$ cat src/sv/gcr_pkg.sv
// ----------------------------------------------------------------------------
// gcr_pkg
// Types and constants for the grid ray caster: word formats, command codes,
// the controller's states and the CORDIC arctangent table.
// ----------------------------------------------------------------------------
package gcr_pkg;

	localparam int DIM_W   = 13;
	localparam int POS_W   = 45;
	localparam int TRIG_W  = 18;
	localparam int STEP_W  = 12;
	localparam int QUO_W   = 42;

	localparam logic       CMD_WRITE = 1'b0;
	localparam logic       CMD_CAST  = 1'b1;

	localparam logic [1:0] REG_WIDTH  = 2'd0;
	localparam logic [1:0] REG_HEIGHT = 2'd1;
	localparam logic [1:0] REG_CELL   = 2'd2;

	localparam logic signed [7:0] OCC_LIMIT = 8'sd50;
	localparam logic signed [7:0] OCC_UNKNOWN = -8'sd1;

	localparam logic [17:0] RANGE_MAX = 18'h3FFFF;
	localparam logic [8:0]  STEPS_MAX = 9'h1FF;

	typedef struct packed {
		logic              command;
		logic [15:0]       cell_index;
		logic signed [7:0] cell_value;
		logic [17:0]       pos_x;
		logic [17:0]       pos_y;
		logic [15:0]       angle;
		logic [7:0]        beam_index;
	} req_t;

	typedef struct packed {
		logic [17:0] range;
		logic [8:0]  steps;
		logic        left_grid;
		logic [7:0]  beam_tag;
	} rsp_t;

	typedef enum logic [2:0] {
		ST_IDLE,
		ST_CALC,
		ST_STEP,
		ST_READ,
		ST_DONE
	} state_t;

	function automatic logic [29:0] atan_turn(input logic [3:0] i);
		logic [29:0] r;
		case (i)
			4'd0:    r = 30'd536870912;
			4'd1:    r = 30'd316933406;
			4'd2:    r = 30'd167458907;
			4'd3:    r = 30'd85004756;
			4'd4:    r = 30'd42667331;
			4'd5:    r = 30'd21354465;
			4'd6:    r = 30'd10679838;
			4'd7:    r = 30'd5340245;
			4'd8:    r = 30'd2670163;
			4'd9:    r = 30'd1335087;
			4'd10:   r = 30'd667544;
			4'd11:   r = 30'd333772;
			4'd12:   r = 30'd166886;
			4'd13:   r = 30'd83443;
			4'd14:   r = 30'd41722;
			default: r = 30'd20861;
		endcase
		return r;
	endfunction

endpackage

$ cat src/sv/gcr_cordic.sv
// ----------------------------------------------------------------------------
// gcr_cordic
// Iterative sixteen-step CORDIC giving cosine and sine in signed Q1.16.
// ----------------------------------------------------------------------------
module gcr_cordic (
	input  logic                              clk,
	input  logic                              arst_n,
	input  logic                              start,
	input  logic [15:0]                       angle,
	output logic signed [gcr_pkg::TRIG_W-1:0] cos_o,
	output logic signed [gcr_pkg::TRIG_W-1:0] sin_o,
	output logic                              done
);
	logic signed [19:0] x_q, y_q, dx, dy, xc, yc;
	logic signed [31:0] z_q, at;
	logic [1:0]         quad_q;
	logic [3:0]         it_q;
	logic               busy_q;
	logic               done_q;

	assign dx = y_q >>> it_q;
	assign dy = x_q >>> it_q;
	assign at = $signed({2'b00, gcr_pkg::atan_turn(it_q)});

	always_ff @(posedge clk or negedge arst_n) begin
		if (!arst_n) begin
			busy_q <= 1'b0;
			done_q <= 1'b0;
			it_q   <= '0;
		end else if (start) begin
			busy_q <= 1'b1;
			done_q <= 1'b0;
			it_q   <= '0;
		end else if (busy_q) begin
			it_q <= it_q + 4'd1;
			if (it_q == 4'd15) begin
				busy_q <= 1'b0;
				done_q <= 1'b1;
			end
		end
	end

	always_ff @(posedge clk) begin
		if (start) begin
			x_q    <= 20'sd39797;
			y_q    <= '0;
			z_q    <= $signed({2'b00, angle[13:0], 16'b0});
			quad_q <= angle[15:14];
		end else if (busy_q) begin
			if (!z_q[31]) begin
				x_q <= x_q - dx;
				y_q <= y_q + dy;
				z_q <= z_q - at;
			end else begin
				x_q <= x_q + dx;
				y_q <= y_q - dy;
				z_q <= z_q + at;
			end
		end
	end

	always_comb begin
		xc = x_q;
		yc = y_q;
		if (x_q > 20'sd65536)  xc = 20'sd65536;
		if (x_q < -20'sd65536) xc = -20'sd65536;
		if (y_q > 20'sd65536)  yc = 20'sd65536;
		if (y_q < -20'sd65536) yc = -20'sd65536;
		case (quad_q)
			2'd0: begin
				cos_o = xc[17:0];
				sin_o = yc[17:0];
			end
			2'd1: begin
				cos_o = 18'(-yc);
				sin_o = xc[17:0];
			end
			2'd2: begin
				cos_o = 18'(-xc);
				sin_o = 18'(-yc);
			end
			default: begin
				cos_o = yc[17:0];
				sin_o = 18'(-xc);
			end
		endcase
	end

	assign done = done_q;
endmodule

$ cat config.mk
export PLATFORM = sky130hd
export DESIGN_NAME = gcr_cordic
export DESIGN_NICKNAME = d
export VERILOG_FILES = /design/src/sv/gcr_pkg.sv /design/src/sv/gcr_cordic.sv
export SDC_FILE = /design/constraint.sdc
export NUM_CORES = 1
export LEC_CHECK = 0
export BUFFER_PORTS_ARGS = -buffer_cell sky130_fd_sc_hd__buf_2
export CORE_MARGIN = 1
export CORE_UTILIZATION = 50
export CTS_CLUSTER_DIAMETER = 30
export DETAILED_ROUTE_END_ITERATION = 8
export MAX_ROUTING_LAYER = met4
export PLACE_DENSITY_LB_ADDON = 0.12
export SLEW_MARGIN = 10
export SYNTH_ARGS = -nofsm -noshare
export SYNTH_HDL_FRONTEND = slang
export SYNTH_SLANG_ARGS = --single-unit
export TNS_END_PERCENT = 100
$ cat constraint.sdc
create_clock -name clk -period 9.3 [get_ports clk]
set_clock_uncertainty 0.1 [all_clocks]
set_input_delay 0 -clock clk [delete_from_list [all_inputs] [get_ports clk]]
set_output_delay 0 -clock clk [all_outputs]
set_load 0.01 [all_outputs]
==> results.yml, run 1 <==
clocking:
  clockBufferDepth: 2
  cts_max_level: 3
  numCtsBuffers: 9
  cts.repair.resized: 0
  cts.clk_slew.worst_paths_ns: 0.08
  clk_latency_ns: 0.36
  cts_tree: "yes"
  cts_root_buffer: "clkbuf_16"
  cts_num_sinks: 80
global_route:
  grt_util_met1: 0.3901
  gr-total-overflow: 0
  grt_pass1_wl_um: 61240
  track_usage: 0.3097
  grt_max_degree: 78
  antenna_found_initial: 0
  use_met2: 0.5142
  use_met3: 0.02839
  grt_pass1_vias: 11298
  busiest_layer: "met2"
routing:
  drc: 0
  wl_per_cell_um: 20.37
  dr.first_iter.drc_count: 998
  via_count: 12226
  drtPass1Iterations: 6
  ant_nets: 0
  wl_um: 38760
  via_per_inst: 6.425
synth:
  synth_sequential_area_ratio: 0.1446
  postSynthAreaPerCell_um2: 7.769
  synth_edf_count: 16
  ys_warn_count: 0
  synth_cell_types: 84
  ys.flop_type: "dfxtp_1"
  synth_fa_ha_area_frac: 0.09370
  synth-xor-area-share: 0.08976
  synth_top_family_by_area: "compound AO/OA/AOI/OAI gates"
  yosys_register_bits: 80
  synth_nets: 1705
  netlist_area_um2: 12390
  async_reset_ff_frac: 0.07500
  synth_compound_area_frac: 0.2503
  muxShareOfSynthArea: 0.1667
  yosys.area_share.simple: 0.1929
  netlist_instances: 1595
die:
  dieArea_um2: 25420
  rows: 57
  die_h_um: 159.4
  initial_core_util: 0.5095
  ios: 56
  core_um2: 24320
  die_x_um: 159.4
critical_path:
  cp_num_buf_inv: 1
  start_kind: "flop"
  end_kind: "flop"
  crit_fanout: 26
  crit_chain: "clkinv_1 > ha_1 > nor2_1 > nor3_1 > a21oi_1 > and4b_1 > nor2b_1 > and4b_1 > nor2_1 > xnor2_1 > ha_1 > nand4_1 > or3_1 > o21ai_0 > nand3_1 > or2_2 > o21ai_0 > xnor2_1 > o21ai_0"
  cp_common_cell: "o21ai_0"
  slowest_delay_ns: 0.70
  crit_arrival_ns: 6.48
  crit_path_top_delay_cell: "dfrtp_2"
  critical_path.top_delay_family: "simple AND/OR/NAND/NOR gates"
  crit_type: "flop to flop"
  required_ns: 9.30
final_layout:
  area_delta_synth_final_pct: 6.098
  multi_input_area_um2: 9849
  final_area_um2: 13150
  seq_area_um2: 1799
  num_antenna_cells: 0
  fillers: 2339
  layout.nets: 1684
  drive_gt1_frac: 0.1165
sta:
  clock.fmax_mhz: 154.5
  min_period_over_period: 0.6962
  worst_slack_ns: 2.826
  rsz0062_at_grt: "false"
  slew_headroom: 0.3318
  setup-tns-final_ns: 0
  setup_violations: 0
  min_period_ns: 6.474
  maxSlewViolCount: 0
  hold_viol_final: 0
  worst_slew_pin_slew_ns: 0.9771
placed_design:
  port_buffers: 55
  dp_slack_ns: 2.886
  place.gp.congestion: 0.9292
  dpl-instance-area_um2: 12680
  place_hpwl_um: 27290
run:
  cap_violations: 0
status:
  run_status: "complete, no violations"
worst_hold_path:
  hold_class: "input pin to flop"
-- metal layers --
layer	share of wire	routed length, um
met4	0.036	1393
met1	0.43	16760
met5	0	0
met3	0.059	2305
met2	0.47	18310
-- worst register-to-register path, stage by stage (launching register included) --
cell and delay [ns]:
dfrtp_2 0.70, clkinv_1 0.47, ha_1 0.48, nor2_1 0.21
nor3_1 0.08, a21oi_1 0.37, and4b_1 0.27, nor2b_1 0.16
and4b_1 0.23, nor2_1 0.53, xnor2_1 0.19, ha_1 0.43
nand4_1 0.14, or3_1 0.36, o21ai_0 0.59, nand3_1 0.20
or2_2 0.32, o21ai_0 0.20, xnor2_1 0.14, o21ai_0 0.09
-- area by class of cell --
type / instances / share of cell area
well taps: 324 / 0.03083
clock buffers: 11 / 0.01770
multi-input cells: 1344 / 0.7491
inverters: 39 / 0.01113
clock inverters: 5 / 0.004282
flip-flops and latches: 80 / 0.1368
repair buffers: 100 / 0.05006
-- path summary, 6_finish.rpt --
check / cells past startpoint / startpoint / slack [ns] / endpoint
max reg2reg: 19 / it_q[0] / 2.83 / z_q[21]
max: 19 / it_q[0] / 2.83 / z_q[21]
min: 2 / start / 0.14 / z_q[15]
min in group asynchronous: 3 / arst_n / 0.56 / it_q[0]
min reg2reg: 2 / z_q[30] / 0.39 / z_q[30]
max in group asynchronous: 3 / arst_n / 8.23 / it_q[2]
-- logic make-up (layout without fill, tap and decap cells) --
logic type      after synthesis  count (layout)
compound gates              483             483
flops                        80              80
simple gates                512             512
fa+ha+maj                    91              91
buf+inv                     171             155
xor+xnor                    127             127
mux                         131             131
-- flip-flops by register name, indices dropped and copies added (netlist names) --
signal and cells:
it_q 4, y_q 20, x_q 20, done 1, z_q 32, quad_q 2, busy_q 1
-- repair_timing --
action                                 in CTS  in global routing
setup buffers                               0                  0
endpoints found under the hold margin      22                  0
hold buffers                               18                  0
-- layout by cell type, fill, tap and decap left out, types with 18 or more instances in the layout --
cell             n
dfxtp_1         57
and2_1          22
a31oi_1         23
nor2_1         172
a21oi_1        148
a211oi_1        30
mux2_2          22
a21o_1          33
buf_2           55
ha_1            88
inv_1           35
nor2b_1         22
nand3_1         38
mux2i_1         53
nor3_1          42
dlygate4sd3_1   18
xnor2_1         76
o21ai_0        105
mux4_2          41
nand2_1        138
xor2_1          51
buf_4           27
-- cell usage after synthesis (9+ instances only) --
master,number,area share
xor2_1,51,0.036
a211o_1,10,0.0071
mux4_2,41,0.075
mux2_2,22,0.020
buf_1,12,0.0036
edfxtp_1,16,0.039
nor2b_1,22,0.011
o21ai_0,105,0.042
or3_1,12,0.0061
a31oi_1,23,0.012
nor2_1,172,0.052
o31ai_1,14,0.0085
a211oi_1,30,0.018
buf_2,11,0.0044
nor3_1,42,0.017
o21a_1,16,0.0097
ha_1,88,0.089
nand2_1,138,0.042
a21oi_1,148,0.060
xnor2_1,76,0.054
nand2b_1,13,0.0066
a21o_1,33,0.020
and3_1,11,0.0056
and2_1,22,0.011
mux4_1,13,0.028
mux2i_1,53,0.043
inv_1,35,0.011
or2_2,9,0.0045
nand3_1,38,0.015
clkbuf_1,94,0.028
dfxtp_1,58,0.094
-- stage by stage --
step / std cells / hold slack (ns) / util
floorplan: 1595 / -0.3956 / -
global placement: 1869 / -0.2360 / 0.5213
detailed placement: 1869 / -0.2349 / 0.5213
CTS: 1903 / 0.1340 / 0.5406
global route: 1903 / 0.1785 / 0.5406
finish: 1903 / 0.1371 / 0.5406
Power of run 1 is left out: the tool's default activity adds up to more than one toggle a clock period on the data nets, which glitch-free logic cannot reach.
==> run 2, diff against run 1 <==
clock period = 5.95 ns   (was 9.3 ns; I/O delays follow)
==> run 2 against run 1 <==
  * Utilization grew 1.1 points
  * Final area grew 2.1%
  * Via count up 3.1%
  * Non-clock buffer count up 29
  * Flip-flop and latch count unchanged
  * Setup slack worse by 2.3 ns
  * Die area did not move
  * First-iteration DRC count rose by 0.20%
  * Fmax is 18% higher
  * Sequential share of layout area fell by 0.28 points
  * Worst hold slack got worse by 0.041 ns
  * Global-route usage rose by 1.9 points
==> results.yml, run 2 (synthesized netlist as in run 1, its figures left out) <==
clocking:
  cts_tree: "yes"
  clk_latency_ns: 0.36
  clockBufferDepth: 2
  numCtsBuffers: 9
  cts_max_level: 3
  cts_root_buffer: "clkbuf_16"
  cts_num_sinks: 80
  cts.clk_slew.worst_paths_ns: 0.08
sta:
  slew_headroom: 0.2342
  setup-tns-final_ns: 0
  min_period_ns: 5.464
  worst_slack_ns: 0.4858
  maxSlewViolCount: 0
  worst_slew_pin_slew_ns: 1.144
  rsz0062_at_grt: "false"
  setup_violations: 0
  clock.fmax_mhz: 183.0
  hold_viol_final: 0
  min_period_over_period: 0.9184
placed_design:
  place_hpwl_um: 29320
  place.gp.congestion: 0.9842
  port_buffers: 55
  dp_slack_ns: 0.3757
die:
  die_h_um: 159.4
  die_x_um: 159.4
  dieArea_um2: 25420
  initial_core_util: 0.5095
  ios: 56
  core_um2: 24320
  rows: 57
global_route:
  track_usage: 0.3287
  gr-total-overflow: 0
  antenna_found_initial: 0
  grt_max_degree: 78
  grt_pass1_vias: 11960
  grt_pass1_wl_um: 64640
routing:
  drc: 0
  wl_per_cell_um: 21.26
  ant_nets: 0
  drtPass1Iterations: 6
  dr.first_iter.drc_count: 1000
  wl_um: 41070
  via_count: 12611
  via_per_inst: 6.527
final_layout:
  num_antenna_cells: 0
  area_delta_synth_final_pct: 8.320
  layout.nets: 1713
  fillers: 2375
  largest_register: "z_q"
  drive_gt1_frac: 0.1331
  mostFrequentLayoutCell: "nor2_1"
  final_cell_mix: "nor2_1, a21oi_1, nand2_1, o21ai_0, ha_1"
  largest_register_ffs: 32
  reg.largest.list: "z_q: 32 flops, x_q: 20 flops, y_q: 20 flops"
critical_path:
  crit_arrival_ns: 5.62
  end_kind: "flop"
  required_ns: 6.10
  slowest_delay_ns: 0.61
  start_kind: "flop"
  crit_fanout: 33
  crit_chain: "buf_16 > mux4_1 > a222oi_1 > buf_4 > o21ai_0 > nor2_1 > and2_1 > a21oi_1 > xor2_1 > ha_1 > a2111oi_0 > o21ai_0 > a211o_1 > a21oi_1 > o21ai_0 > a211oi_1 > nor3_1 > mux2i_1 > mux2_2"
  cp_common_cell: "o21ai_0"
  crit_path_top_delay_cell: "mux4_1"
  crit_type: "flop to flop"
  crit_start: "it_q[0]"
  rr_startpoint: "it_q[0]"
worst_hold_path:
  worstHoldStart: "start"
  hold_class: "input pin to flop"
status:
  run_status: "complete, no violations"
run:
  cap_violations: 0
## run 2: layer usage
metal	share of wire	track usage	wire length [um]
met1	0.41	0.4016	16830
met2	0.47	0.5353	19190
met3	0.067	0.03751	2750
met4	0.056	0.1687	2302
met5	0	-	0
## run 2: layout make-up
cell class | instances | area, um^2 | share of cell area
Inverter | 39 | 146.4 | 0.01091
Tap cell | 324 | 405.4 | 0.03020
Clock buffer | 10 | 229.0 | 0.01706
Multi-Input combinational cell | 1344 | 9849 | 0.7338
Sequential cell | 80 | 1799 | 0.1340
Timing Repair Buffer | 129 | 925.9 | 0.06898
Clock inverter | 6 | 67.56 | 0.005034
## run 2: stage by stage
stage                     cell area (um^2)  hold slack (ns)    util  cells
after global placement               12910          -0.2383  0.5307   1896
after detailed placement             12910          -0.2338  0.5307   1896
after CTS                            13380          0.08163  0.5503   1930
final                                13420          0.09651  0.5519   1932
after global routing                 13420           0.1241  0.5519   1932
after floorplan                      12390          -0.3956       -   1595
## run 2: critical path, delay by kind of cell, from the launching register on
family | cells | cell delay, ns
buffers and inverters | 2 | 0.43
multiplexers | 3 | 1.13
XOR/XNOR | 1 | 0.17
adder cells (fa/ha/maj) | 1 | 0.33
flip-flops | 1 | 0.44
AO/OA/AOI/OAI | 9 | 2.27
AND/OR/NAND/NOR | 3 | 0.47
## run 2: what timing repair did
item                                    in CTS  in global routing
gates resized for setup                      0                  1
endpoints found under the hold margin       22                  0
hold buffers                                18                  0
endpoints found under the setup margin       0                  1
buffers inserted                             0                  1
## run 2: path summary, 6_finish.rpt
check / endpoint / slack [ns] / cells after the start
max: x_q[19] / 0.49 / 19
min: z_q[11] / 0.1 / 2
max reg2reg: x_q[19] / 0.49 / 19
min reg2reg: z_q[30] / 0.37 / 2
max in group asynchronous: it_q[1] / 4.89 / 3
min in group asynchronous: done / 0.53 / 3
Power of run 2 is left out for the same reason.
