==> config.mk <==
export PLATFORM = sky130hd
export DESIGN_NAME = gcr_div
export DESIGN_NICKNAME = d
export VERILOG_FILES = /design/src/sv/gcr_pkg.sv /design/src/sv/gcr_div.sv
export SDC_FILE = /design/constraint.sdc
export NUM_CORES = 1
export LEC_CHECK = 0
export BUFFER_PORTS_ARGS = -buffer_cell sky130_fd_sc_hd__buf_2
export CAP_MARGIN = 20
export CORE_UTILIZATION = 50
export CTS_CLUSTER_SIZE = 16
export DETAILED_ROUTE_END_ITERATION = 8
export GPL_TIMING_DRIVEN = 1
export PLACE_DENSITY = 0.75
export SLEW_MARGIN = 20
export SYNTH_ARGS = -nofsm -noshare
export SYNTH_HDL_FRONTEND = slang
export SYNTH_SLANG_ARGS = --single-unit
==> constraint.sdc <==
create_clock -name clk -period 2.8 [get_ports clk]
set_input_delay 0 -clock clk [delete_from_list [all_inputs] [get_ports clk]]
set_output_delay 0 -clock clk [all_outputs]
set_load 0.005 [all_outputs]
==> src/sv/gcr_pkg.sv <==
// ----------------------------------------------------------------------------
// gcr_pkg
// Types and constants for the grid ray caster: word formats, command codes,
// the controller's states and the CORDIC arctangent table.
// ----------------------------------------------------------------------------
package gcr_pkg;

	localparam int DIM_W   = 13;
	localparam int POS_W   = 45;
	localparam int TRIG_W  = 18;
	localparam int STEP_W  = 12;
	localparam int QUO_W   = 42;

	localparam logic       CMD_WRITE = 1'b0;
	localparam logic       CMD_CAST  = 1'b1;

	localparam logic [1:0] REG_WIDTH  = 2'd0;
	localparam logic [1:0] REG_HEIGHT = 2'd1;
	localparam logic [1:0] REG_CELL   = 2'd2;

	localparam logic signed [7:0] OCC_LIMIT = 8'sd50;
	localparam logic signed [7:0] OCC_UNKNOWN = -8'sd1;

	localparam logic [17:0] RANGE_MAX = 18'h3FFFF;
	localparam logic [8:0]  STEPS_MAX = 9'h1FF;

	typedef struct packed {
		logic              command;
		logic [15:0]       cell_index;
		logic signed [7:0] cell_value;
		logic [17:0]       pos_x;
		logic [17:0]       pos_y;
		logic [15:0]       angle;
		logic [7:0]        beam_index;
	} req_t;

	typedef struct packed {
		logic [17:0] range;
		logic [8:0]  steps;
		logic        left_grid;
		logic [7:0]  beam_tag;
	} rsp_t;

	typedef enum logic [2:0] {
		ST_IDLE,
		ST_CALC,
		ST_STEP,
		ST_READ,
		ST_DONE
	} state_t;

	function automatic logic [29:0] atan_turn(input logic [3:0] i);
		logic [29:0] r;
		case (i)
			4'd0:    r = 30'd536870912;
			4'd1:    r = 30'd316933406;
			4'd2:    r = 30'd167458907;
			4'd3:    r = 30'd85004756;
			4'd4:    r = 30'd42667331;
			4'd5:    r = 30'd21354465;
			4'd6:    r = 30'd10679838;
			4'd7:    r = 30'd5340245;
			4'd8:    r = 30'd2670163;
			4'd9:    r = 30'd1335087;
			4'd10:   r = 30'd667544;
			4'd11:   r = 30'd333772;
			4'd12:   r = 30'd166886;
			4'd13:   r = 30'd83443;
			4'd14:   r = 30'd41722;
			default: r = 30'd20861;
		endcase
		return r;
	endfunction

endpackage

==> src/sv/gcr_div.sv <==
// ----------------------------------------------------------------------------
// gcr_div
// Restoring divider, one quotient bit per cycle, for the origin in cells.
// ----------------------------------------------------------------------------
module gcr_div (
	input  logic                      clk,
	input  logic                      arst_n,
	input  logic                      start,
	input  logic [gcr_pkg::QUO_W-1:0] dividend,
	input  logic [15:0]               divisor,
	output logic [gcr_pkg::QUO_W-1:0] quotient,
	output logic                      done
);
	logic [gcr_pkg::QUO_W-1:0] quo_q;
	logic [16:0]               rem_q;
	logic [15:0]               dvs_q;
	logic [5:0]                cnt_q;
	logic                      busy_q;
	logic                      done_q;
	logic [16:0]               rem_sh;
	logic                      take;

	assign rem_sh = {rem_q[15:0], quo_q[gcr_pkg::QUO_W-1]};
	assign take   = rem_sh >= {1'b0, dvs_q};

	always_ff @(posedge clk or negedge arst_n) begin
		if (!arst_n) begin
			busy_q <= 1'b0;
			done_q <= 1'b0;
			cnt_q  <= '0;
		end else if (start) begin
			busy_q <= 1'b1;
			done_q <= 1'b0;
			cnt_q  <= '0;
		end else if (busy_q) begin
			cnt_q <= cnt_q + 6'd1;
			if (cnt_q == 6'(gcr_pkg::QUO_W - 1)) begin
				busy_q <= 1'b0;
				done_q <= 1'b1;
			end
		end
	end

	always_ff @(posedge clk) begin
		if (start) begin
			quo_q <= dividend;
			rem_q <= '0;
			dvs_q <= divisor;
		end else if (busy_q) begin
			quo_q <= {quo_q[gcr_pkg::QUO_W-2:0], take};
			rem_q <= take ? rem_sh - {1'b0, dvs_q} : rem_sh;
		end
	end

	assign quotient = quo_q;
	assign done     = done_q;
endmodule

==> out/summary.log, run 1 <==
[placement] gp weighted congestion 0.916
[global_routing] met2 layer usage reported by global route 43.3%
[die] Die W 96.5 um
[power] Max VDD drop 326 uV
[worst_setup_path] critical setup path kind reg -> reg
[clocking] clock buffers created by TritonCTS 9
[sta] WHS 162 ps
[die] Total Die Area 9300 um2
[sta] total setup violations reported at the end of the flow 0
[layout] post-layout net count 629
[detailed_routing] DRC viols 0
[sta] number of failing hold endpoints at the final stage 0
[sta] unrepaired setup endpoints after global routing no
[synthesis] synth unique cells 58
[worst_setup_path] worst-case reg-to-reg path depth 9
[job] number of max-cap violations 0
[global_routing] met3 track demand over resource in global routing 7.90%
[worst_setup_path] Worst setup SP type register
[detailed_routing] post-detailed-route count of antenna-violating nets 0
[sta] fin crit period 2430 ps
[synthesis] Post-synth EDFFs 58
[global_routing] largest net degree at the start of global routing 43
[detailed_routing] count of TritonRoute iterations in the first routing pass 5
[worst_setup_path] reg-to-reg setup timing slack 370 ps
[synthesis] area leader, netlist sky130_fd_sc_hd__edfxtp_1
[die] Starting Density 51.4%
[die] number of top-level pins 104
[synthesis] Warnings, synthesis 0
[clocking] count of buffers added by post-CTS timing repair for setup 0
[global_routing] antenna violations before repair 0
[die] count of standard-cell rows 34
[detailed_routing] via count 3735
[global_routing] aggregate global routing overflow 0
[die] Die Height 96.5 um
[placement] Buffers on Ports 103
[placement] HPWL reported at the end of detailed placement 7290 um
[worst_setup_path] Critical Path Max Stage Delay 390 ps
[global_routing] GRT Overall Usage 26.2%
[detailed_routing] routed length per instance 17.4 um
[power] total power after layout 2800 uW
[synthesis] total nets after synthesis 468
[worst_setup_path] critical path required time 3060 ps
[synthesis] average cell area after synthesis 11.5 um2
[clocking] cell at the root of the clock tree sky130_fd_sc_hd__clkbuf_8
[layout] utilization after layout 67.5%
[synthesis] Synth Register Bits 82
[clocking] clock tree from TritonCTS yes
[synthesis] leading register cell type out of synthesis sky130_fd_sc_hd__edfxtp_1
[worst_setup_path] startpoint of the worst setup timing path dvs_q[8]
[worst_setup_path] Worst Setup EP rem_q[7]
[sta] Worst-Margin Slew 534 ps
[detailed_routing] Starting DRT DRC Count 237
[sta] fmax 411 MHz
[global_routing] met1 demand-to-capacity share in global routing 32.1%
[die] standard cell core area 8680 um2
[power] Pwr Density 478 nW/um2
[worst_setup_path] list of cells traversed by the critical path inv_1, ha_1, a21oi_1, o21ai_1, a21o_1, o31a_1, buf_4, nand2b_1, a311oi_1
[synthesis] synth top area cells sky130_fd_sc_hd__edfxtp_1 39%, sky130_fd_sc_hd__mux2_2 11%, sky130_fd_sc_hd__dfxtp_1 7.2%
[sta] Total Negative Setup Slacks 0 ps
[sta] worst-case headroom to the max-slew limit 64.2%
[synthesis] number of instances in the synthesized netlist 388
[worst_setup_path] element type at the critical path end register
[clocking] H-Tree Depth 3
[global_routing] most crowded layer after global routing met2
[layout] Layout area overhead 31.3%
[worst_setup_path] CP arrival 2690 ps
[detailed_routing] via count normalized by instance count 5.64
[detailed_routing] total length of routed wires 11500 um
[worst_setup_path] standard cell with the maximum stage delay on the critical path sky130_fd_sc_hd__edfxtp_1
[synthesis] Synth async-reset ratio 9.76%
[worst_setup_path] crit path max fanout 13
[sta] Worst Clk Skew 13.9 ps
[synthesis] area fraction of the dominant cell type after synthesis 39.0%
[layout] post-layout instance count excluding filler cells 662
[placement] cell count after placement 586
[synthesis] sequential element share of the synthesized area 50.7%
[synthesis] Post-Synthesis Cell Area 4460 um2
[layout] fraction of final layout cells sized beyond drive strength 1 32.1%
[power] leakage power summed over all cells 0.00252 uW
[worst_hold_path] min-delay worst type in -> reg
[clocking] clk buf depth 2
[worst_setup_path] FF-to-FF Start dvs_q[8]
[sta] fin. max-slew vios 0
[layout] # diodes 0
[global_routing] global-route wire length before repair 18100 um
[sta] Final period util 86.9%
[global_routing] via count of the first global-routing pass 3742
[worst_setup_path] R2R Path End rem_q[7]
[clocking] Clk Latency, worst-skew pair 360 ps
[status] status finished clean
[clocking] CTS Sinks 82
[clocking] clock-pin transition on the worst setup and hold timing paths 90 ps
## stage by stage
| step | setup WS, ps | instance area [um2] |
|---|---|---|
| floorplan | 599 | 4460 |
| CTS | 367 | 5860 |
| finish | 367 | 5860 |
| detailed placement | 398 | 5060 |
| global placement | 507 | 5060 |
| global route | 175 | 5860 |
## state kept, by name, indices dropped and copies added, names as in the netlist
signal    count
busy_q        1
cnt_q         6
done          1
quotient     42
rem_q        16
dvs_q        16
## cells by family (layout without fill, tap and decap cells)
family                     count (synthesis)  after routing  share of synthesized area [%]
and+or+nand+nor                          109            109                           12.3
DFF                                       82             82                           50.7
AOI/OAI and AO/OA                         73             73                           11.7
muxes                                     51             51                           12.7
buffers and inverters                     44            210                           5.16
adders and majority gates                 19             19                           5.50
xor gates and xnor gates                  10             10                           1.96
## worst max-delay path: cells and delay by family (launching register included)
family	cells	cell delay [ps]
AO/OA/AOI/OAI	5	1160
flip-flops	1	390
adder cells (fa/ha/maj)	1	340
buffers and inverters	2	290
AND/OR/NAND/NOR	1	160
## per-layer routing
layer | vias up | wire, um
li1 | 1766 | -
met1 | 1769 | 4750
met2 | 168 | 5600
met3 | 32 | 862
met4 | 0 | 337
met5 | - | 0
## cell usage after synthesis (4+ instances only)
master,n
sky130_fd_sc_hd__a211oi_1,8
sky130_fd_sc_hd__a21o_1,5
sky130_fd_sc_hd__a21oi_1,15
sky130_fd_sc_hd__a311oi_1,4
sky130_fd_sc_hd__buf_1,4
sky130_fd_sc_hd__buf_6,5
sky130_fd_sc_hd__clkbuf_1,7
sky130_fd_sc_hd__dfrtp_1,8
sky130_fd_sc_hd__dfxtp_1,16
sky130_fd_sc_hd__edfxtp_1,58
sky130_fd_sc_hd__ha_1,18
sky130_fd_sc_hd__inv_1,22
sky130_fd_sc_hd__mux2_2,43
sky130_fd_sc_hd__mux2i_1,8
sky130_fd_sc_hd__nand2_1,23
sky130_fd_sc_hd__nand2b_1,10
sky130_fd_sc_hd__nand3_1,15
sky130_fd_sc_hd__nand4_1,9
sky130_fd_sc_hd__nor2_1,32
sky130_fd_sc_hd__o21ai_0,10
sky130_fd_sc_hd__o21ai_1,4
sky130_fd_sc_hd__or3_1,6
sky130_fd_sc_hd__xor2_1,7
## worst min-delay path by stage
stage,startpoint,cells after the start,endpoint,slack [ps]
2_1_floorplan,arst_n,0,busy_q,-300
3_3_place_gp,arst_n,1,done,-150
3_5_place_dp,arst_n,1,done,-150
4_1_cts,start,1,dvs_q[14],140
5_1_grt,start,1,dvs_q[13],160
6_report,start,1,dvs_q[13],160
## placed cells by master (no fill, tap or decap), types with 9 or more instances in the layout
cell,netlist,routed
sky130_fd_sc_hd__nand2b_1,10,10
sky130_fd_sc_hd__edfxtp_1,58,58
sky130_fd_sc_hd__dlygate4sd3_1,0,60
sky130_fd_sc_hd__nor2_1,32,32
sky130_fd_sc_hd__ha_1,18,18
sky130_fd_sc_hd__mux2_2,43,43
sky130_fd_sc_hd__buf_2,3,103
sky130_fd_sc_hd__dfxtp_1,16,16
sky130_fd_sc_hd__nand2_1,23,23
sky130_fd_sc_hd__nand4_1,9,9
sky130_fd_sc_hd__clkbuf_8,0,9
sky130_fd_sc_hd__inv_1,22,22
sky130_fd_sc_hd__a21oi_1,15,15
sky130_fd_sc_hd__o21ai_0,10,10
sky130_fd_sc_hd__nand3_1,15,15
## area by class of cell
| class | count | area (um2) |
|---|---|---|
| well taps | 108 | 135 |
| flip-flops and latches | 82 | 2260 |
| inverters | 22 | 82.6 |
| fillers | 624 | 2820 |
| repair buffers | 172 | 1210 |
| clock inverters | 6 | 73.8 |
| multi-input cells | 262 | 1970 |
| clock buffers | 10 | 128 |
## report_power, final
part           switching [uW]  total, uW  internal [uW]
Sequential               51.3       1450           1400
Clock                     468        891            423
Combinational             210        461            250
Total                     729       2800           2070
## repair_timing
action	CTS	global route
resized for setup	0	0
endpoints found under the hold margin	66	0
hold buffers	60	0
(Power assumes the default switching activity.)
==> run 2, diff against run 1 <==
- CTS_BUF_LIST: unset -> sky130_fd_sc_hd__clkbuf_16
- SLEW_MARGIN: 20 -> 15
==> run 2 against run 1 <==
Clock power rose by 34%. Combinational power barely moved. Cell area rose by 1.6%. Register-to-register slack got worse by 60 ps. Power rose by 11%. Clock skew fell by 6.0 ps. Via count rose by 0.78%. Utilization rose by 1.1 points. Critical endpoint unchanged. Largest cell class unchanged. Highest routed layer unchanged.
==> out/summary.log, run 2 (same netlist as run 1, synthesis figures left out) <==
[die] Total Die Area 9300 um2
[sta] number of failing hold endpoints at the final stage 0
[layout] final design instance area without fill 5950 um2
[layout] most common cell after layout, fill and taps aside sky130_fd_sc_hd__buf_2
[layout] post-layout instance count excluding filler cells 661
[detailed_routing] via count 3764
[die] standard cell core area 8680 um2
[sta] fin crit period 2490 ps
[placement] gp weighted congestion 0.916
[die] Starting Density 51.4%
[sta] unrepaired setup endpoints after global routing no
[global_routing] global-route wire length before repair 18200 um
[status] status finished clean
[clocking] Post-CTS Resized 0
[detailed_routing] DRC viols 0
[layout] number of flip-flops in the largest register 42
[power] Max VDD drop 358 uV
[global_routing] GRT Overall Usage 26.6%
[worst_setup_path] element type at the critical path end register
[layout] FILL cells 622
[worst_setup_path] list of cells traversed by the critical path inv_1, ha_1, a21oi_1, o21ai_1, a21o_1, o31a_1, buf_4, nand2b_1, a311oi_1
[detailed_routing] total length of routed wires 11800 um
[sta] Worst Clk Skew 7.98 ps
[global_routing] aggregate global routing overflow 0
[layout] fraction of final layout cells sized beyond drive strength 1 32.2%
[clocking] clk buf depth 2
[die] number of top-level pins 104
[sta] Total Negative Setup Slacks 0 ps
[sta] total setup violations reported at the end of the flow 0
[worst_setup_path] Worst setup SP type register
[power] Pwr Density 523 nW/um2
[layout] leading cell types in the layout, fill and taps excluded 103 x sky130_fd_sc_hd__buf_2, 59 x sky130_fd_sc_hd__dlygate4sd3_1, 58 x sky130_fd_sc_hd__edfxtp_1
[layout] post-layout net count 628
[layout] Layout area overhead 33.4%
[worst_setup_path] total buffers and inverters traversed by the critical path 2
[detailed_routing] via count normalized by instance count 5.69
[sta] worst-case headroom to the max-slew limit 65.4%
[worst_hold_path] min-delay worst type in -> async
[power] leakage power summed over all cells 0.00257 uW
[detailed_routing] Starting DRT DRC Count 197
[worst_setup_path] critical setup path kind reg -> reg
[worst_setup_path] Top Family by Delay on Critical Path compound AO/OA/AOI/OAI gates
[detailed_routing] post-detailed-route count of antenna-violating nets 0
[global_routing] antenna violations before repair 0
[worst_setup_path] critical path required time 3020 ps
[global_routing] via count of the first global-routing pass 3704
[worst_setup_path] CP arrival 2710 ps
[placement] cell count after placement 586
[detailed_routing] count of TritonRoute iterations in the first routing pass 6
[clocking] H-Tree Depth 3
[die] count of standard-cell rows 34
[clocking] clock-pin transition on the worst setup and hold timing paths 70 ps
[clocking] clock tree from TritonCTS yes
[layout] # diodes 0
[placement] HPWL reported at the end of detailed placement 7290 um
[die] Die W 96.5 um
[worst_setup_path] Critical Path Max Stage Delay 430 ps
[power] total power after layout 3110 uW
[placement] placed cell area 5060 um2
[clocking] CTS Sinks 82
[placement] Buffers on Ports 103
[job] number of max-cap violations 0
[global_routing] largest net degree at the start of global routing 43
[die] Die Height 96.5 um
[worst_setup_path] number of logic stages on the critical path including buffering 9
[clocking] Clk Latency, worst-skew pair 340 ps
[sta] fin. max-slew vios 0
[sta] fmax 401 MHz
[sta] Final period util 89.0%
[clocking] clock buffers created by TritonCTS 9
[worst_setup_path] worst-case reg-to-reg path depth 9
[worst_setup_path] standard cell with the maximum stage delay on the critical path sky130_fd_sc_hd__ha_1
[clocking] cell at the root of the clock tree sky130_fd_sc_hd__clkbuf_16
[detailed_routing] routed length per instance 17.8 um
[worst_setup_path] crit path max fanout 13
[sta] Worst-Margin Slew 516 ps
run 2: cell types whose count changed in the layout (fill, tap and decap cells not counted):
cell                            change
sky130_fd_sc_hd__clkbuf_1           -1
sky130_fd_sc_hd__clkbuf_16          +9
sky130_fd_sc_hd__clkbuf_8           -9
sky130_fd_sc_hd__dlygate4sd3_1      -1
sky130_fd_sc_hd__inv_1              +1
run 2: worst paths after layout:
kind	from	end	slack [ps]
setup / recovery	dvs_q[12]	rem_q[7]	310
hold / removal	arst_n	cnt_q[4]	30
setup reg to reg	dvs_q[12]	rem_q[7]	310
hold reg to reg	rem_q[13]	rem_q[13]	480
max in group asynchronous	arst_n	cnt_q[5]	2610
min in group clk	start	dvs_q[13]	180
run 2: final cells by class:
| type | count | area [um2] | share of cell area, % |
|---|---|---|---|
| Sequential cell | 82 | 2260 | 38.0 |
| Multi-Input combinational cell | 262 | 1970 | 33.1 |
| Timing Repair Buffer | 171 | 1200 | 20.1 |
| Clock buffer | 9 | 225 | 3.79 |
| Tap cell | 108 | 135 | 2.27 |
| Inverter | 22 | 82.6 | 1.39 |
| Clock inverter | 7 | 77.6 | 1.30 |
run 2: worst register-to-register path: cells and delay by family (launching register included):
kind	cells	cell delay (ps)
buffers and inverters	2	240
flip-flops	1	320
AND/OR/NAND/NOR	1	170
adder cells (fa/ha/maj)	1	430
AO/OA/AOI/OAI	5	1210
run 2: power breakdown:
part / total (uW) / internal (uW) / switching [uW]
clock: 1190 / 698 / 495
sequential: 1460 / 1400 / 53.9
combinational: 463 / 250 / 213
total: 3110 / 2350 / 762
run 2: metal layers:
layer	vias to the layer above	track usage, %	part of all wire [%]
li1	1760	-	-
met1	1777	31.7	39
met2	194	44.5	50
met3	33	7.67	8.2
met4	0	12.0	3.1
met5	-	0	0
run 2: what timing repair did:
item / in CTS / in global routing
endpoints found under the setup margin: 0 / 0
setup buffers: 0 / 0
hold buffers: 59 / 0
endpoints found under the hold margin: 66 / 0
run 2: through the flow:
step                setup slack [ps]  util [%]  hold WS [ps]
detailed placement               398      58.3          -152
CTS                              370      68.6          22.6
global route                     202      68.6          49.7
floorplan                        599         -          -296
finish                           309      68.6          29.2
global placement                 507      58.3          -153
==> run 3, diff against run 2 <==
- HOLD_SLACK_MARGIN: unset -> 0.08
- SKIP_LAST_GASP: unset -> 1
- TNS_END_PERCENT: unset -> 10
==> run 3 against run 2 <==
Hold slack better by 160 ps. Maximum frequency up 2.1%. Global-route usage down 0.067 points. First-iteration DRC count up 20%. Largest cell class unchanged.
==> out/summary.log, run 3 (same netlist as run 1, synthesis figures left out) <==
[worst_setup_path] Worst setup SP type register
[worst_setup_path] list of cells traversed by the critical path inv_1, ha_1, a21oi_1, o21ai_1, a21o_1, o31a_1, buf_4, nand2b_1, a311oi_1
[status] status finished clean
[worst_setup_path] element type at the critical path end register
[detailed_routing] via count normalized by instance count 5.64
[global_routing] global-route wire length before repair 18200 um
[detailed_routing] total length of routed wires 11800 um
[clocking] clk buf depth 2
[worst_hold_path] Hold Crit Endpoint dvs_q[15]
[layout] most common cell after layout, fill and taps aside sky130_fd_sc_hd__buf_2
[detailed_routing] routed length per instance 17.8 um
[sta] number of failing hold endpoints at the final stage 0
[global_routing] antenna violations before repair 0
[sta] fmax 410 MHz
[placement] placed cell area 5060 um2
[worst_setup_path] FF-to-FF Start dvs_q[12]
[detailed_routing] count of TritonRoute iterations in the first routing pass 7
[job] number of max-cap violations 0
[sta] Final period util 87.1%
[layout] number of flip-flops in the largest register 42
[power] Max VDD drop 353 uV
[power] Pwr Density 522 nW/um2
[worst_setup_path] standard cell with the maximum stage delay on the critical path sky130_fd_sc_hd__ha_1
[worst_setup_path] crit path max fanout 13
[worst_setup_path] CP arrival 2670 ps
[sta] Total Negative Setup Slacks 0 ps
[sta] fin. max-slew vios 0
[die] Total Die Area 9300 um2
[placement] cell count after placement 586
[sta] fin crit period 2440 ps
[clocking] cell at the root of the clock tree sky130_fd_sc_hd__clkbuf_16
[layout] Layout area overhead 33.6%
[die] count of standard-cell rows 34
[clocking] clock buffers created by TritonCTS 9
[die] number of top-level pins 104
[sta] WHS 192 ps
[detailed_routing] Starting DRT DRC Count 237
[worst_setup_path] reg-to-reg setup timing slack 360 ps
[clocking] CTS Sinks 82
[worst_hold_path] start point of the worst hold path start
[worst_setup_path] startpoint of the worst setup timing path dvs_q[12]
[detailed_routing] post-detailed-route count of antenna-violating nets 0
[clocking] H-Tree Depth 3
[layout] final design instance area without fill 5960 um2
[worst_setup_path] Critical Path Max Stage Delay 430 ps
[worst_setup_path] R2R Path End rem_q[7]
[sta] Worst-Margin Slew 536 ps
[global_routing] largest net degree at the start of global routing 43
[worst_hold_path] worst hold path cell count 1
[sta] total setup violations reported at the end of the flow 0
[placement] gp weighted congestion 0.916
[die] standard cell core area 8680 um2
[layout] post-layout net count 629
[sta] unrepaired setup endpoints after global routing no
[placement] HPWL reported at the end of detailed placement 7290 um
[placement] Buffers on Ports 103
[detailed_routing] DRC viols 0
[power] leakage power summed over all cells 0.00257 uW
[worst_hold_path] min-delay worst type in -> reg
[global_routing] via count of the first global-routing pass 3716
[layout] fraction of final layout cells sized beyond drive strength 1 32.1%
[global_routing] aggregate global routing overflow 0
[layout] leading cell types in the layout, fill and taps excluded 103 x sky130_fd_sc_hd__buf_2, 60 x sky130_fd_sc_hd__dlygate4sd3_1, 58 x sky130_fd_sc_hd__edfxtp_1
[clocking] Clk Latency, worst-skew pair 340 ps
[worst_setup_path] critical setup path kind reg -> reg
[sta] worst-case headroom to the max-slew limit 64.3%
[global_routing] GRT Overall Usage 26.6%
[detailed_routing] via count 3732
[die] Die W 96.5 um
[layout] # diodes 0
[die] Starting Density 51.4%
[worst_setup_path] worst-case reg-to-reg path depth 9
[clocking] clock tree from TritonCTS yes
[worst_setup_path] critical path required time 3030 ps
[clocking] clock-pin transition on the worst setup and hold timing paths 60 ps
[layout] post-layout instance count excluding filler cells 662
[die] Die Height 96.5 um
[sta] Worst Clk Skew 9.47 ps
## run 3: changes by cell type in the layout (fill, tap and decap cells not counted), sizes merged
cell and change:
dlygate4sd3 +1
## run 3: layout make-up
class                      count  area, um2
inverter                      22       82.6
clock inverter                 7       77.6
clock buffer                   9        225
fill                         616       2720
sequential                    82       2260
tap                          108        135
timing repair buffer         172       1210
multi-input combinational    262       1970
## run 3: what timing repair did
item | 4_1_cts | 5_1_grt
buffers inserted | 0 | 0
hold buffers | 60 | 0
endpoints found under the hold margin | 66 | 0
gates resized for setup | 0 | 0
## run 3: report_power, final
part           switching, uW  internal, uW  total, uW
sequential              53.1          1400       1450
clock                    493           698       1190
combinational            213           251        464
## run 3: worst max path at each step
stage | cells after the start | slack [ps] | endpoint
floorplan | 10 | 600 | quotient[0]
global placement | 8 | 510 | quotient[0]
detailed placement | 9 | 400 | rem_q[7]
CTS | 9 | 370 | rem_q[7]
global route | 9 | 170 | rem_q[7]
finish | 9 | 360 | rem_q[7]
## run 3: layer usage
metal  wire length [um]  GRT usage [%]  up-vias
li1                   -              -     1765
met3                876           7.59       25
met2               5830           44.5      175
met4                320           11.3        0
met1               4750           31.9     1767
met5                  0              0        -
## run 3: worst max-delay path: cells and delay by family, from the launching register on
family	cells	cell delay, ps
AO/OA/AOI/OAI	5	1160
adder cells (fa/ha/maj)	1	430
buffers and inverters	2	240
flip-flops	1	320
AND/OR/NAND/NOR	1	160
## run 3: through the flow
stage,setup WS (ps),utilization (%),total power (uW)
CTS,370,68.7,3100
floorplan,599,-,1700
global placement,507,58.3,1840
detailed placement,398,58.3,1850
global route,172,68.7,3220
finish,360,68.7,3110
